==> config.mk <==
export PLATFORM = sky130hd
export DESIGN_NAME = float_magnitude_add_sub
export DESIGN_NICKNAME = d
export VERILOG_FILES = /design/src/rtl/fmas_pkg.sv /design/src/rtl/fmas_align.sv /design/src/rtl/fmas_norm.sv /design/src/rtl/float_magnitude_add_sub.sv
export SDC_FILE = /design/constraint.sdc
export NUM_CORES = 1
export LEC_CHECK = 0
export BUFFER_PORTS_ARGS = -buffer_cell sky130_fd_sc_hd__buf_2
export CAP_MARGIN = 25
export CORE_MARGIN = 1.5
export CORE_UTILIZATION = 30
export DETAILED_ROUTE_END_ITERATION = 10
export GPL_TIMING_DRIVEN = 0
export RECOVER_POWER = 50
export SYNTH_ARGS = -nofsm -noshare
export SYNTH_HDL_FRONTEND = slang
export SYNTH_SLANG_ARGS = --single-unit
==> constraint.sdc <==
create_clock -name clock -period 23.4 [get_ports clock]
set_clock_uncertainty 0.2 [all_clocks]
set_input_delay 4.68 -clock clock [delete_from_list [all_inputs] [get_ports clock]]
set_output_delay 4.68 -clock clock [all_outputs]
set_load 0.02 [all_outputs]
==> src/rtl/fmas_pkg.sv <==
// ----------------------------------------------------------------------------
// fmas_pkg
// Shared constants and stage-to-stage types for the magnitude add/sub pipeline.
// ----------------------------------------------------------------------------
package fmas_pkg;

   localparam int SUM_BITS = 33;
   localparam int SIG_BITS = 24;
   localparam int WIN_BITS = 32;
   localparam int EXP_BITS = 8;
   localparam int LZ_BITS  = 6;

   localparam logic [30:0]          INF_WORD = 31'h7F80_0000;
   localparam logic [EXP_BITS-1:0]  EXP_MAX  = 8'hFF;

   // result kind decided early in the pipe
   localparam logic [1:0] KIND_NORMAL = 2'd0;
   localparam logic [1:0] KIND_ZERO   = 2'd1;
   localparam logic [1:0] KIND_INF    = 2'd2;

   // after ordering / alignment
   typedef struct packed {
      logic                 sub;
      logic [1:0]           kind;
      logic [EXP_BITS-1:0]  exp;
      logic [WIN_BITS-1:0]  w1;
      logic [WIN_BITS-1:0]  w2;
   } align_type;

   // after add/subtract
   typedef struct packed {
      logic                 sub;
      logic [1:0]           kind;
      logic [EXP_BITS-1:0]  exp;
      logic [SUM_BITS-1:0]  acc;
   } sum_type;

   // after normalization
   typedef struct packed {
      logic [1:0]           kind;
      logic signed [9:0]    exp;
      logic [SIG_BITS-2:0]  frac;
   } norm_type;

endpackage

==> src/rtl/fmas_align.sv <==
// ----------------------------------------------------------------------------
// fmas_align
// Unpacks both words, orders them by magnitude and aligns the smaller one.
// ----------------------------------------------------------------------------
module fmas_align (
   input  logic               op,
   input  logic [31:0]        operand_a,
   input  logic [31:0]        operand_b,
   output fmas_pkg::align_type aln
);

   logic [7:0]  ea, eb, e1, e2, d;
   logic [23:0] ma, mb, m1, m2;
   logic        swap;

   always_comb begin
      ea   = operand_a[30:23];
      eb   = operand_b[30:23];
      ma   = (ea == 8'd0) ? 24'd0 : {1'b1, operand_a[22:0]};
      mb   = (eb == 8'd0) ? 24'd0 : {1'b1, operand_b[22:0]};
      swap = (eb > ea) || ((eb == ea) && (mb > ma));
      e1   = swap ? eb : ea;
      e2   = swap ? ea : eb;
      m1   = swap ? mb : ma;
      m2   = swap ? ma : mb;
      d    = e1 - e2;

      aln.sub = op;
      aln.exp = e1;
      aln.w1  = {m1, 8'd0};
      aln.w2  = (d >= 8'd32) ? 32'd0 : ({m2, 8'd0} >> d[4:0]);
      if (ea == fmas_pkg::EXP_MAX || eb == fmas_pkg::EXP_MAX)
         aln.kind = fmas_pkg::KIND_INF;
      else if (m1 == 24'd0)
         aln.kind = fmas_pkg::KIND_ZERO;
      else
         aln.kind = fmas_pkg::KIND_NORMAL;
   end

endmodule

==> src/rtl/fmas_norm.sv <==
// ----------------------------------------------------------------------------
// fmas_norm
// Normalizes the sum or difference: carry shift or leading-zero shift.
// ----------------------------------------------------------------------------
module fmas_norm (
   input  fmas_pkg::sum_type  sm,
   output fmas_pkg::norm_type nm
);

   logic [fmas_pkg::LZ_BITS-1:0] lz;
   logic [31:0] sh;
   logic        found;

   always_comb begin
      lz    = 6'd0;
      found = 1'b0;
      for (int i = 31; i >= 0; i--) begin
         if (!found && sm.acc[i]) begin
            found = 1'b1;
            lz    = 6'(31 - i);
         end
      end
      sh      = sm.acc[31:0] << lz[4:0];
      nm.kind = sm.kind;
      nm.exp  = {2'b00, sm.exp};
      nm.frac = sm.acc[30:8];
      if (sm.kind == fmas_pkg::KIND_NORMAL) begin
         if (!sm.sub) begin
            if (sm.acc[32]) begin
               nm.frac = sm.acc[31:9];
               nm.exp  = {2'b00, sm.exp} + 10'sd1;
            end
         end else if (sm.acc[31:0] == 32'd0) begin
            nm.kind = fmas_pkg::KIND_ZERO;
         end else begin
            nm.frac = sh[30:8];
            nm.exp  = {2'b00, sm.exp} - {4'd0, lz};
         end
      end
   end

endmodule

==> src/rtl/float_magnitude_add_sub.sv <==
// ----------------------------------------------------------------------------
// float_magnitude_add_sub
// Four-stage magnitude adder/subtractor for single-precision words.
// ----------------------------------------------------------------------------
// Usage:
//   req_ channel carries op (0 add, 1 larger minus smaller) and two words
//   whose sign bits are ignored. rsp_ channel returns a 31-bit non-negative
//   word, a zero flag and an exponent overflow flag. One result per item,
//   in order.
//   Each item passes the align, add, normalize and pack stages before
//   rsp_valid. Throughput: one item per cycle; the pipe advances
//   whenever its last stage is empty or being taken.
//   When the receiver stalls the whole pipe holds; req_ready drops only
//   while the output stage is full and not taken. Nothing is lost or
//   repeated. Reset (synchronous) empties all stages.
//   Truncating arithmetic, no rounding; subnormals read as zero; an
//   infinity or NaN operand gives infinity without overflow.
// ----------------------------------------------------------------------------
module float_magnitude_add_sub (
   input  logic        clock,
   input  logic        reset,
   input  logic        req_valid,
   output logic        req_ready,
   input  logic        req_op,
   input  logic [31:0] req_operand_a,
   input  logic [31:0] req_operand_b,
   output logic        rsp_valid,
   input  logic        rsp_ready,
   output logic [30:0] rsp_result_word,
   output logic        rsp_result_is_zero,
   output logic        rsp_overflow
);

   logic advance;
   logic v1_ff, v2_ff, v3_ff, v4_ff;
   fmas_pkg::align_type aln_in, s1_ff;
   fmas_pkg::sum_type   sum_in, s2_ff;
   fmas_pkg::norm_type  nrm_in, s3_ff;
   logic [30:0] word_in, word_ff;
   logic        ovf_in, ovf_ff;

   assign advance   = !v4_ff || rsp_ready;
   assign req_ready = advance;

   fmas_align u_align (
      .op        (req_op),
      .operand_a (req_operand_a),
      .operand_b (req_operand_b),
      .aln       (aln_in)
   );

   always_comb begin
      sum_in.sub  = s1_ff.sub;
      sum_in.kind = s1_ff.kind;
      sum_in.exp  = s1_ff.exp;
      if (s1_ff.sub)
         sum_in.acc = {1'b0, s1_ff.w1 - s1_ff.w2};
      else
         sum_in.acc = {1'b0, s1_ff.w1} + {1'b0, s1_ff.w2};
   end

   fmas_norm u_norm (
      .sm (s2_ff),
      .nm (nrm_in)
   );

   always_comb begin
      word_in = 31'd0;
      ovf_in  = 1'b0;
      case (s3_ff.kind)
         fmas_pkg::KIND_INF:  word_in = fmas_pkg::INF_WORD;
         fmas_pkg::KIND_ZERO: word_in = 31'd0;
         default: begin
            if (s3_ff.exp <= 10'sd0) begin
               word_in = 31'd0;
            end else if (s3_ff.exp >= 10'sd255) begin
               word_in = fmas_pkg::INF_WORD;
               ovf_in  = 1'b1;
            end else begin
               word_in = {s3_ff.exp[7:0], s3_ff.frac};
            end
         end
      endcase
   end

   always_ff @(posedge clock) begin
      if (reset) begin
         v1_ff <= 1'b0;
         v2_ff <= 1'b0;
         v3_ff <= 1'b0;
         v4_ff <= 1'b0;
      end else if (advance) begin
         v1_ff <= req_valid;
         v2_ff <= v1_ff;
         v3_ff <= v2_ff;
         v4_ff <= v3_ff;
      end
      if (advance) begin
         s1_ff   <= aln_in;
         s2_ff   <= sum_in;
         s3_ff   <= nrm_in;
         word_ff <= word_in;
         ovf_ff  <= ovf_in;
      end
   end

   assign rsp_valid          = v4_ff;
   assign rsp_result_word    = word_ff;
   assign rsp_result_is_zero = (word_ff == 31'd0);
   assign rsp_overflow       = ovf_ff;

   a_ovf_inf: assert property (@(posedge clock) disable iff (reset)
      rsp_valid && rsp_overflow |-> rsp_result_word == fmas_pkg::INF_WORD)
      else $error("overflow without infinity word");
   a_stall_hold: assert property (@(posedge clock) disable iff (reset)
      rsp_valid && !rsp_ready |=> rsp_valid && $stable(rsp_result_word))
      else $error("result changed during stall");
   a_ready: assert property (@(posedge clock) disable iff (reset)
      !rsp_valid |-> req_ready)
      else $error("input blocked with empty output stage");
   a_flow: assert property (@(posedge clock) disable iff (reset)
      req_valid && req_ready |=> v1_ff)
      else $error("accepted item dropped");

endmodule
==> metrics.txt <==
outcome finished, violations left; failing checks max-capacitance violations, max-slew violations; Die Y-Extent 226 um; CTS hold repair buffers 0; Clock H-tree levels 4; Crit Path Category in2out; nature of the critical path endpoint output port; number of fill cells 5018; TritonRoute pass-1 iters 6; CTS clk-pin slew, worst paths ~0.07 ns; class of the worst hold path reg2reg; number of synthesized flops with an enable pin around 180; main combinational cell family by area after synthesis simple AND/OR/NAND/NOR gates; endpoints failing setup 0; HPWL Detailed between 30000 and 40000 um; initial antenna violation count 0; Routed wire per std cell between 15 and 20 um; Post-Route Setup TNS 0 ns; GP Congestion roughly 0.94; Post-Synth Adder-Cell Area 0.0766; Detail Route Antenna Nets 0; Startpoint Class input pin; core area 49000 um^2; most numerous cell in the Yosys netlist edfxtp_1; cell taking the most area after synthesis edfxtp_1; Slew headroom -1.09; clk_lat worst skew between 0.4 and 0.5 ns; IO Pins 104; mux share of post-synthesis cell area 0.149; Initial Util 0.304; dpl cell area 16300 um^2; DRC 0; CP cell instances buf_2, nand2b_1, clkbuf_1, buf_16, buf_2; area grow syn2layout 13.0%; Tcrit/Tclk final 0.523; Final min period 12.24 ns; Mapped Cells roughly 1600; max-slew violation count roughly 110; CP peak stage delay about 1.9 ns; Port Buffer Count between 100 and 150; Mean Syn Cell Area 9.39 um^2; maximum vdd drop 55.5 uV; share of cells above drive strength 1 0.113; Crit-path slowest cell clkbuf_1; CTS root buf clkbuf_16; post-route cell area 16800 um^2; most frequent cell on the critical path buf_2; Max-cap violations 2; WL final 42700 um; vias in the first global route ~12000; most area-consuming cells after synthesis edfxtp_1 36%, mux2i_1 9.3%, ha_1 7.4%; Synthesized Nets 1745; Detailed Route Iter0 Violations 894; commonest cells in the netlist 178 x edfxtp_1, 165 x nand2_1, 139 x mux2i_1; Cell Pwr Density 88.6 nW/um^2; simple-gate area share of the yosys netlist 0.169; final setup margin 11.16 ns; Leak between 6 and 7 nW; worst path arrival time 7.36 ns; GRT Total Usage 0.168; pin count of the biggest net entering global routing 74; vias between 10000 and 15000; Tightest Pin Transition between 3 and 4 ns; cts bufs inserted 17; Synth Area in XOR/XNOR 0.0212; # clock sinks around 180; pre-CTS setup slack 11.03 ns; Synth async-reset ratio 0; synthesized cell area approximately 15000 um^2; Synth Area in Compound Gates 0.169; vias per cell between 5 and 6; # rows 81; Synth top area share 0.359; FF+latch count, synth about 180; Layout Nets roughly 1900; Die Width about 230 um; CTS resizes 0; post-CTS setup buffer count 0; Yosys warning total 0; die area 51000 um^2; worst path required time ~19 ns; Max Fclk 0.0817 GHz; Max Buffers Root-to-Sink 2; first-pass GRT wire length ~67000 um; CTS tree done; crit-path max FO 73; Synth cell types 87; gr ovfl total 0; RSZ-0062 raised after global routing false; Final Hold Fails 0; ys flop type edfxtp_1; antenna cells 0; share of the yosys chip area belonging to registers 0.364
[final cells by class]
type,count,area (um^2),share of cell area
multi-input combinational,1213,8700,0.517
timing repair buffer,103,497,0.0295
sequential,182,5430,0.322
clock buffer,17,425,0.0253
inverter,107,402,0.0239
tap,664,831,0.0494
buffer,84,367,0.0218
clock inverter,15,184,0.0109
[where the power goes]
part / internal (mW) / switching, mW / total, mW
logic: 0.251 / 0.400 / 0.650
clock network: 0.162 / 0.132 / 0.293
registers: 0.471 / 0.0770 / 0.548
[cells by family after synthesis]
logic type | after synthesis
fa+ha+maj | 90
xor+xnor | 36
buf+inv | 191
mux | 184
simple gates | 519
compound gates | 384
flops | 182
[layer usage]
metal | global-route usage | vias up | part of all wire
li1 | - | 6131 | -
met4 | 0.0598 | 0 | 0.028
met5 | 0 | - | 0
met2 | 0.287 | 431 | 0.48
met3 | 0.0226 | 67 | 0.044
met1 | 0.217 | 5889 | 0.45
[state kept, by name (all words and copies together) (netlist names)]
signal	count
rsp_valid	1
rsp_result_word	31
s3_ff	35
rsp_overflow	1
s1_ff	67
s2_ff	44
v3_ff	1
v1_ff	1
v2_ff	1
[per-stage QoR]
stage          instances   util  power (mW)  hold WS (ns)
2_1_floorplan       1586      -        1.00         0.200
3_3_place_gp        2351  0.332        1.20         0.207
3_5_place_dp        2353  0.333        1.20         0.206
4_1_cts             2385  0.345        1.50         0.224
5_1_grt             2385  0.344        1.58         0.228
6_report            2385  0.344        1.49         0.222
[worst paths after layout]
check	slack (ns)	cells after the start	to	from
max	11.16	5	req_ready	rsp_ready
min	0.22	0	s2_ff[41]	s1_ff[72]
max reg2reg	17.93	18	s3_ff[31]	s2_ff[23]
min reg2reg	0.22	0	s2_ff[41]	s1_ff[72]
[critical path: cells and delay by family]
kind / cells / cell delay (ns)
buffers and inverters: 4 / 2.52
AND/OR/NAND/NOR: 1 / 0.08
[cell usage in the layout (no fill, tap or decap), drive strengths merged, types with 25 or more instances in the layout]
master | Yosys | routed
mux2i | 140 | 140
a21oi | 100 | 100
xnor2 | 25 | 25
ha | 88 | 88
clkbuf | 52 | 107
nor2 | 135 | 135
and2 | 35 | 35
edfxtp | 178 | 178
o21ai | 98 | 98
nand3 | 25 | 25
inv | 105 | 112
nor3 | 45 | 45
mux4 | 27 | 27
buf | 32 | 97
nand2 | 166 | 166
Power figures use the tool's default switching activity.
